<file path="src/hdl/assert_macros.svh">
`ifndef ASSERT_MACROS_SVH
`define ASSERT_MACROS_SVH

// same-cycle implication, sampled on clk, off during reset
`define ZZ_ASSERT_IMP(lbl, ante, cons, msg) \
	lbl: assert property (@(posedge clk) disable iff (!arst_n) (ante) |-> (cons)) \
		else $error(msg);

// next-cycle implication, sampled on clk, off during reset
`define ZZ_ASSERT_NXT(lbl, ante, cons, msg) \
	lbl: assert property (@(posedge clk) disable iff (!arst_n) (ante) |=> (cons)) \
		else $error(msg);

`endif

</file>
<file path="src/hdl/zz_pkg.sv">
`timescale 1ns / 1ps

package zz_pkg;

	localparam int DIM_REG_W   = 4;
	localparam int DIM_LIMIT   = 2 ** DIM_REG_W - 1;
	localparam int VALUE_W     = 16;
	localparam int MAX_RESULTS = 64;
	localparam int CFG_ADDR_W  = 3;
	localparam int CFG_DATA_W  = 32;
	localparam int CFG_SEL_BIT = 2;

	localparam logic                 REG_ROWS  = 1'b0;
	localparam logic                 REG_COLS  = 1'b1;
	localparam logic [DIM_REG_W-1:0] DIM_RESET = DIM_REG_W'(8);

	typedef enum logic [1:0] {
		ST_LOAD = 2'b01,
		ST_EMIT = 2'b10
	} zz_state_t;

	typedef struct packed {
		logic busy;
		logic issue;
		logic last;
	} zz_walk_st_t;

	typedef struct packed {
		logic [1:0] level;
		logic       pop;
	} zz_q_st_t;

endpackage

</file>
<file path="src/hdl/zigzag_scan_reorder.sv">
// A request is taken while the block is loading; the first result of a matrix passes through
// the walker's busy flag, the registered buffer read and the output queue before it is valid.
// Throughput: one result per cycle out of the 1R1W buffer memory while out_stall is low; each
// matrix takes rows*cols loads, then rows*cols reads capped at MAX_RESULTS, plus pipeline and
// turnaround. Input stalls from the emit state after the completing request until the walk is
// done and the output queue has drained. Reset: rows and cols return to 8, the load count clears; buffer kept.
`timescale 1ns / 1ps

module zigzag_scan_reorder #(
	parameter int MAX_DIM    = 8,
	parameter int ELEM_WIDTH = 16
) (
	input  logic                                 clk,
	input  logic                                 arst_n,
	input  logic                                 psel,
	input  logic                                 penable,
	input  logic                                 pwrite,
	input  logic [zz_pkg::CFG_ADDR_W-1:0]        paddr,
	input  logic [zz_pkg::CFG_DATA_W-1:0]        pwdata,
	output logic [zz_pkg::CFG_DATA_W-1:0]        prdata,
	output logic                                 pready,
	input  logic                                 elem_valid,
	output logic                                 elem_stall,
	input  logic signed [zz_pkg::VALUE_W-1:0]    elem_value,
	output logic                                 out_valid,
	input  logic                                 out_stall,
	output logic signed [zz_pkg::VALUE_W-1:0]    out_value,
	output logic                                 last
);
	import zz_pkg::*;

	`include "assert_macros.svh"

	localparam int DMAX   = (MAX_DIM < DIM_LIMIT) ? MAX_DIM : DIM_LIMIT;
	localparam int SW     = (ELEM_WIDTH < VALUE_W) ? ELEM_WIDTH : VALUE_W;
	localparam int DEPTH  = DMAX * DMAX;
	localparam int ADDR_W = (DEPTH > 1) ? $clog2(DEPTH) : 1;
	localparam int DIM_W  = $clog2(DMAX + 1);
	localparam int CNT_W  = $clog2(DEPTH + 1);

	logic [DIM_REG_W-1:0] rows_q;
	logic [DIM_REG_W-1:0] cols_q;
	zz_state_t            state_q;
	logic [CNT_W-1:0]     load_cnt_q;
	logic                 inflight_s1;
	logic                 last_s1;

	logic [DIM_W-1:0]     nr;
	logic [DIM_W-1:0]     nc;
	logic [CNT_W-1:0]     total;
	logic [CNT_W-1:0]     lim;
	logic [CNT_W-1:0]     cnt_inc;
	logic                 elem_accept;
	logic                 start_emit;
	logic                 cfg_write;
	logic                 can_issue;
	logic [2:0]           occ;
	logic                 drained;
	logic [ADDR_W-1:0]    rd_addr;
	logic [SW-1:0]        rd_data;
	logic signed [VALUE_W-1:0] push_value;
	zz_walk_st_t          walk_st;
	zz_q_st_t             q_st;

	// configuration
	assign pready    = 1'b1;
	assign cfg_write = psel & penable & pwrite & pready;
	assign prdata    = (paddr[CFG_SEL_BIT] == REG_COLS) ? CFG_DATA_W'(cols_q)
	                                                    : CFG_DATA_W'(rows_q);

	always_ff @(posedge clk or negedge arst_n) begin
		if (!arst_n) begin
			rows_q <= DIM_RESET;
			cols_q <= DIM_RESET;
		end else if (cfg_write) begin
			if (paddr[CFG_SEL_BIT] == REG_ROWS) begin
				rows_q <= pwdata[DIM_REG_W-1:0];
			end else begin
				cols_q <= pwdata[DIM_REG_W-1:0];
			end
		end
	end

	// clamp dimensions
	always_comb begin
		if (rows_q == '0) begin
			nr = DIM_W'(1);
		end else if (rows_q > DIM_REG_W'(DMAX)) begin
			nr = DIM_W'(DMAX);
		end else begin
			nr = DIM_W'(rows_q);
		end
		if (cols_q == '0) begin
			nc = DIM_W'(1);
		end else if (cols_q > DIM_REG_W'(DMAX)) begin
			nc = DIM_W'(DMAX);
		end else begin
			nc = DIM_W'(cols_q);
		end
	end

	assign total = CNT_W'(nr * nc);
	assign lim   = (int'(total) > MAX_RESULTS) ? CNT_W'(MAX_RESULTS) : total;

	// load side
	assign elem_stall  = (state_q != ST_LOAD);
	assign elem_accept = elem_valid & ~elem_stall;
	assign cnt_inc     = load_cnt_q + CNT_W'(1);
	assign start_emit  = elem_accept && (cnt_inc >= total);

	// emit side: issue a read only when the queue has room for it
	assign occ       = 3'(q_st.level) + 3'(inflight_s1);
	assign can_issue = (occ < (q_st.pop ? 3'd3 : 3'd2));
	assign drained   = !walk_st.busy && !inflight_s1 && (q_st.level == 2'd0);

	always_ff @(posedge clk or negedge arst_n) begin
		if (!arst_n) begin
			state_q     <= ST_LOAD;
			load_cnt_q  <= '0;
			inflight_s1 <= 1'b0;
		end else begin
			inflight_s1 <= walk_st.issue;
			if (elem_accept) begin
				load_cnt_q <= start_emit ? '0 : cnt_inc;
			end
			unique case (state_q)
				ST_LOAD: begin
					if (start_emit) begin
						state_q <= ST_EMIT;
					end
				end
				ST_EMIT: begin
					if (drained) begin
						state_q <= ST_LOAD;
					end
				end
				default: state_q <= ST_LOAD;
			endcase
		end
	end

	always_ff @(posedge clk) begin
		if (walk_st.issue) begin
			last_s1 <= walk_st.last;
		end
	end

	zz_store #(
		.DEPTH  (DEPTH),
		.ADDR_W (ADDR_W),
		.DATA_W (SW)
	) u_store (
		.clk   (clk),
		.we    (elem_accept && (load_cnt_q < CNT_W'(DEPTH))),
		.waddr (load_cnt_q[ADDR_W-1:0]),
		.wdata (elem_value[SW-1:0]),
		.re    (walk_st.issue),
		.raddr (rd_addr),
		.rdata (rd_data)
	);

	zz_walk #(
		.DIM_W  (DIM_W),
		.ADDR_W (ADDR_W),
		.CNT_W  (CNT_W)
	) u_walk (
		.clk       (clk),
		.arst_n    (arst_n),
		.start     (start_emit),
		.nr        (nr),
		.nc        (nc),
		.lim       (lim),
		.can_issue (can_issue),
		.addr      (rd_addr),
		.st        (walk_st)
	);

	assign push_value = VALUE_W'(signed'(rd_data));

	zz_outq u_outq (
		.clk        (clk),
		.arst_n     (arst_n),
		.push       (inflight_s1),
		.push_value (push_value),
		.push_last  (last_s1),
		.out_stall  (out_stall),
		.out_valid  (out_valid),
		.out_value  (out_value),
		.last       (last),
		.st         (q_st)
	);

	`ZZ_ASSERT_IMP(a_out_in_emit, out_valid, state_q == ST_EMIT, "result outside emit phase")
	`ZZ_ASSERT_IMP(a_no_load_in_walk, walk_st.busy || inflight_s1, !elem_accept, "load during emit")
	`ZZ_ASSERT_NXT(a_emit_follows, start_emit, (state_q == ST_EMIT) && walk_st.busy, "emit not started")

endmodule

</file>
<file path="src/hdl/zz_store.sv">
`timescale 1ns / 1ps

module zz_store #(
	parameter int DEPTH  = 64,
	parameter int ADDR_W = 6,
	parameter int DATA_W = 16
) (
	input  logic              clk,
	input  logic              we,
	input  logic [ADDR_W-1:0] waddr,
	input  logic [DATA_W-1:0] wdata,
	input  logic              re,
	input  logic [ADDR_W-1:0] raddr,
	output logic [DATA_W-1:0] rdata
);

	logic [DATA_W-1:0] mem_q [DEPTH];
	logic [DATA_W-1:0] rdata_q;

	always_ff @(posedge clk) begin
		if (we) begin
			mem_q[waddr] <= wdata;
		end
		if (re) begin
			rdata_q <= mem_q[raddr];
		end
	end

	assign rdata = rdata_q;

endmodule

</file>
<file path="src/hdl/zz_walk.sv">
`timescale 1ns / 1ps

module zz_walk #(
	parameter int DIM_W  = 4,
	parameter int ADDR_W = 6,
	parameter int CNT_W  = 7
) (
	input  logic                clk,
	input  logic                arst_n,
	input  logic                start,
	input  logic [DIM_W-1:0]    nr,
	input  logic [DIM_W-1:0]    nc,
	input  logic [CNT_W-1:0]    lim,
	input  logic                can_issue,
	output logic [ADDR_W-1:0]   addr,
	output zz_pkg::zz_walk_st_t st
);
	import zz_pkg::*;

	`include "assert_macros.svh"

	logic              busy_q;
	logic              odd_q;
	logic [DIM_W-1:0]  r_q;
	logic [DIM_W-1:0]  c_q;
	logic [ADDR_W-1:0] base_q;
	logic [CNT_W-1:0]  cnt_q;
	logic [DIM_W-1:0]  nr_q;
	logic [DIM_W-1:0]  nc_q;
	logic [CNT_W-1:0]  lim_q;

	logic              odd_n;
	logic [DIM_W-1:0]  r_n;
	logic [DIM_W-1:0]  c_n;
	logic [ADDR_W-1:0] base_n;
	logic              issue;
	logic              last;

	assign issue = busy_q & can_issue;
	assign last  = ((cnt_q + CNT_W'(1)) == lim_q);
	assign addr  = base_q + ADDR_W'(c_q);

	assign st.busy  = busy_q;
	assign st.issue = issue;
	assign st.last  = last;

	always_comb begin
		r_n    = r_q;
		c_n    = c_q;
		base_n = base_q;
		odd_n  = odd_q;
		if (odd_q) begin
			if (r_q == nr_q - DIM_W'(1)) begin
				c_n   = c_q + DIM_W'(1);
				odd_n = 1'b0;
			end else if (c_q == '0) begin
				r_n    = r_q + DIM_W'(1);
				base_n = base_q + ADDR_W'(nc_q);
				odd_n  = 1'b0;
			end else begin
				r_n    = r_q + DIM_W'(1);
				c_n    = c_q - DIM_W'(1);
				base_n = base_q + ADDR_W'(nc_q);
			end
		end else begin
			if (c_q == nc_q - DIM_W'(1)) begin
				r_n    = r_q + DIM_W'(1);
				base_n = base_q + ADDR_W'(nc_q);
				odd_n  = 1'b1;
			end else if (r_q == '0) begin
				c_n   = c_q + DIM_W'(1);
				odd_n = 1'b1;
			end else begin
				r_n    = r_q - DIM_W'(1);
				c_n    = c_q + DIM_W'(1);
				base_n = base_q - ADDR_W'(nc_q);
			end
		end
	end

	always_ff @(posedge clk or negedge arst_n) begin
		if (!arst_n) begin
			busy_q <= 1'b0;
		end else if (start) begin
			busy_q <= 1'b1;
		end else if (issue && last) begin
			busy_q <= 1'b0;
		end
	end

	always_ff @(posedge clk) begin
		if (start) begin
			r_q    <= '0;
			c_q    <= '0;
			base_q <= '0;
			odd_q  <= 1'b0;
			cnt_q  <= '0;
			nr_q   <= nr;
			nc_q   <= nc;
			lim_q  <= lim;
		end else if (issue) begin
			r_q    <= r_n;
			c_q    <= c_n;
			base_q <= base_n;
			odd_q  <= odd_n;
			cnt_q  <= cnt_q + CNT_W'(1);
		end
	end

	`ZZ_ASSERT_IMP(a_pos_in_bounds, busy_q, (r_q < nr_q) && (c_q < nc_q), "walk left the matrix")

endmodule

</file>
<file path="src/hdl/zz_outq.sv">
`timescale 1ns / 1ps

module zz_outq (
	input  logic                             clk,
	input  logic                             arst_n,
	input  logic                             push,
	input  logic signed [zz_pkg::VALUE_W-1:0] push_value,
	input  logic                             push_last,
	input  logic                             out_stall,
	output logic                             out_valid,
	output logic signed [zz_pkg::VALUE_W-1:0] out_value,
	output logic                             last,
	output zz_pkg::zz_q_st_t                 st
);
	import zz_pkg::*;

	`include "assert_macros.svh"

	logic signed [VALUE_W-1:0] val_q [2];
	logic                      lst_q [2];
	logic                      rd_q;
	logic                      wr_q;
	logic [1:0]                level_q;
	logic                      pop;

	assign out_valid = (level_q != 2'd0);
	assign out_value = val_q[rd_q];
	assign last      = lst_q[rd_q];
	assign pop       = out_valid & ~out_stall;

	assign st.level = level_q;
	assign st.pop   = pop;

	always_ff @(posedge clk or negedge arst_n) begin
		if (!arst_n) begin
			rd_q    <= 1'b0;
			wr_q    <= 1'b0;
			level_q <= 2'd0;
		end else begin
			if (push) begin
				wr_q <= ~wr_q;
			end
			if (pop) begin
				rd_q <= ~rd_q;
			end
			unique case ({push, pop})
				2'b10:   level_q <= level_q + 2'd1;
				2'b01:   level_q <= level_q - 2'd1;
				default: level_q <= level_q;
			endcase
		end
	end

	always_ff @(posedge clk) begin
		if (push) begin
			val_q[wr_q] <= push_value;
			lst_q[wr_q] <= push_last;
		end
	end

	`ZZ_ASSERT_IMP(a_no_overflow, push && !pop, level_q != 2'd2, "output queue overflow")

endmodule
</file>
<file path="config.mk">
export PLATFORM = sky130hd
export DESIGN_NAME = zigzag_scan_reorder
export DESIGN_NICKNAME = d
export VERILOG_FILES = /design/src/hdl/zz_pkg.sv /design/src/hdl/zigzag_scan_reorder.sv /design/src/hdl/zz_store.sv /design/src/hdl/zz_walk.sv /design/src/hdl/zz_outq.sv
export VERILOG_INCLUDE_DIRS = /design/src /design/src/hdl
export SDC_FILE = /design/constraint.sdc
export NUM_CORES = 1
export LEC_CHECK = 0
export ABC_AREA = 1
export BUFFER_PORTS_ARGS = -buffer_cell sky130_fd_sc_hd__buf_2
export CAP_MARGIN = 20
export CORE_ASPECT_RATIO = 2
export CORE_UTILIZATION = 50
export DETAILED_ROUTE_END_ITERATION = 16
export GPL_TIMING_DRIVEN = 1
export HOLD_SLACK_MARGIN = 0.03
export PLACE_DENSITY = 0.69
export REMOVE_ABC_BUFFERS = 1
export SLEW_MARGIN = 20
export SYNTH_ARGS = -nofsm -noshare
export SYNTH_HDL_FRONTEND = slang
export SYNTH_SLANG_ARGS = --single-unit
</file>
<file path="constraint.sdc">
create_clock -name clk -period 3.45 [get_ports clk]
set_clock_uncertainty 0.15 [all_clocks]
set_input_delay 0 -clock clk [delete_from_list [all_inputs] [get_ports clk]]
set_output_delay 0 -clock clk [all_outputs]
set_load 0.03 [all_outputs]
</file>
==> flow_summary.ini <==
[sta]
slew_headroom = 0.187
rsz0062_at_grt = yes
maxSlewViolCount = 0
fin_ws_ns = -0.430
setup_viol = 53
fin_crit_ns = 3.88
final_hold_viol_count = 0
post-route-period-util = 1.12
worstMarginPinSlew_ns = 1.22
maxClockFrequency_ghz = 0.258

[placed_design]
place_ws_ns = -0.446
place.gp.congestion = 0.926
portBuffers = 50
dpl.hpwl_um = 80700

[synthesis]
seq_area_frac_synth = 0.716
synth_top_area_cell = edfxtp_1
yosysTopAreaCellShare = 0.695
synth_area_um2 = 47100
synth_cell_types = 49
ys_ff_latch = 1135
yosys_warnings = 0
yosys-top-cells-area = edfxtp_1 (69%), o21ai_0 (5.6%), nor2_1 (5.2%)
syn_area_per_cell_um2 = 11.9
syn_inst = 3946

[worst_setup_path]
required_ns = 3.76
slowest_stage = fa_1
r2r-start = rows_q[2]
r2r-end = u_walk.nr_q[0]
path_cells = nor2_2 -> o21ai_2 -> inv_1 -> nand2_1 -> fa_1 -> inv_1 -> fa_1 -> inv_1 -> fa_2 -> xor2_2 -> ha_1 -> a21oi_2 -> nand2_1 -> nand2_1 -> nand3_2 -> nand2_4 -> clkinv_8 -> buf_12
rr_worst_depth = 18
path_class = register to register
cpPeakStageDelay_ns = 0.50
path_max_fanout = 8
worstSetupStartpointType = register
endpoint_kind = register
reg2reg_slack_ns = -0.43
arrival_ns = 4.19

[detailed_routing]
routedWlPerCell_um = 24.0
drt_iter0_markers = 3324
routed_via_density = 5.87
antenna_left = 0
dr.pass1.iters = 8
drc = 0
wirelength_um = 129000
num_vias = 31700

[global_route]
grt_start_max_net_pins = 100
antenna_found_initial = 1
globalRouteOverflowTotal = 0
grt_pass1_wl_um = 188000
first_global_vias = 30800
track_usage = 0.269

[finish]
layout_common_cells = edfxtp_1 (1090), nand2_1 (642), nor2_1 (641)
multiInputGateArea_um2 = 11900
nFillCells = 7370
drive_gt1_frac = 0.114
register_area_um2 = 33800
nets = 4214
syn_to_final_growth_pct = 13.5
post-route-util = 0.574
layout_commonest_cell = edfxtp_1

[worst_hold_path]
hold_path.class = input port to register
worstHoldStart = pwdata[3]
whs_endpoint = rows_q[3]
whs_path_depth = 4

[die]
io-pin-count = 110
die_x_um = 219
fp.dieH_um = 436
start_util = 0.506
core_region_area_um2 = 93100
dieArea_um2 = 95500
row_count = 158

[status]
status = finished with violations
violations = negative setup slack

[clocking]
cts.sinks = 1135
path_clk_slew_ns = 0.06
clock_latency_ns = 0.70
cts_max_path_buffers = 3
cts_tree = built
htreeDepth = 3
root_buffer = clkbuf_16
numCtsBuffers = 94

[flow_run]
maxCapViolations = 0
[how the worst max path moves through the flow]
stage,depth (start not counted),to,startpoint,slack (ns)
after floorplan,8,u_store.rdata[14],u_walk.c_q[0],-12.18
after detailed placement,19,load_cnt_q[4],rows_q[2],-0.45
after CTS,19,u_walk.cnt_q[0],rows_q[2],-0.36
after global placement,17,u_walk.nc_q[1],rows_q[2],-0.38
after global routing,17,u_walk.nr_q[3],rows_q[2],-0.57
final,18,u_walk.nr_q[0],rows_q[2],-0.43
[repair_timing]
item	in CTS	in global routing
cloned	0	1
hold buffers	33	0
endpoints found under the hold margin	733	0
setup endpoints to repair	53	56
gates resized for setup	19	25
buffers inserted	2	3
pin swaps	4	4
[critical path: cells and delay by family, from the launching register on]
family / cells / cell delay [ns]
XOR/XNOR: 1 / 0.19
buffers and inverters: 5 / 0.42
flip-flops: 1 / 0.41
AO/OA/AOI/OAI: 2 / 0.21
AND/OR/NAND/NOR: 6 / 0.60
adder cells (fa/ha/maj): 4 / 1.66
[cell usage after synthesis, drive strengths merged]
library cell	instances
a21boi	1
a21oi	27
a311oi	1
a31oi	1
and3	2
buf	151
clkbuf	113
clkinv	3
conb	2
dfrtp	20
dfstp	3
dfxtp	22
edfxtp	1090
fa	7
ha	39
inv	101
nand2	651
nand2b	1
nand3	197
nand3b	2
nand4	14
nor2	652
nor3	1
o2111ai	1
o211ai	10
o21a	1
o21ai	542
o22ai	249
or2	3
xnor2	9
xnor3	2
xor2	28
[final cells by class]
| cell class | instances | area share |
|---|---|---|
| repair buffers | 304 | 0.0492 |
| clock inverters | 66 | 0.0144 |
| diodes | 1 | 0.0000468 |
| flip-flops and latches | 1135 | 0.631 |
| multi-input cells | 2470 | 0.222 |
| repair inverters | 1 | 0.000211 |
| clock buffers | 112 | 0.0468 |
| well taps | 1200 | 0.0281 |
| inverters | 104 | 0.00798 |
[sequential cells by signal, summed over array words and instances, names as in the netlist, 4 cells and up]
signal / flops
cols_q: 4
load_cnt_q: 7
rows_q: 4
u_outq.val_q: 32
u_store.mem_q: 1024
u_store.rdata: 16
u_walk.base_q: 6
u_walk.c_q: 4
u_walk.cnt_q: 7
u_walk.lim_q: 7
u_walk.nc_q: 4
u_walk.nr_q: 4
u_walk.r_q: 4
[per-layer routing]
metal	track usage	up-vias	wire [um]	part of all wire
met5	0	-	0	0
met1	0.293	15600	44400	0.34
met2	0.469	1323	66500	0.51
li1	-	14400	-	-
met3	0.0375	351	7690	0.060
met4	0.206	0	10700	0.083
[logic make-up after synthesis]
kind of cell,count (synthesis),synth area share
simple gates,1523,0.129
xor+xnor,39,0.00799
other cells,2,0.000159
fa+ha+maj,46,0.0133
flops,1135,0.716
buf+inv,368,0.0366
compound gates,833,0.0961
[metrics by stage]
| stage | cell area, um2 | cells | setup TNS (ns) | hold slack (ns) |
|---|---|---|---|---|
| 2_1_floorplan | 45900 | 3709 | -203.24 | -0.446 |
| 3_3_place_gp | 49700 | 5175 | -17.23 | -0.107 |
| 3_5_place_dp | 49700 | 5176 | -19.42 | -0.106 |
| 4_1_cts | 53400 | 5388 | -13.32 | 0.0412 |
| 5_1_grt | 53500 | 5393 | -25.72 | 0.116 |
| 6_report | 53500 | 5393 | -17.10 | 0.0849 |
Power is not shown: default switching activity piles up to over one toggle a cycle in this logic, so the estimate is an artifact.
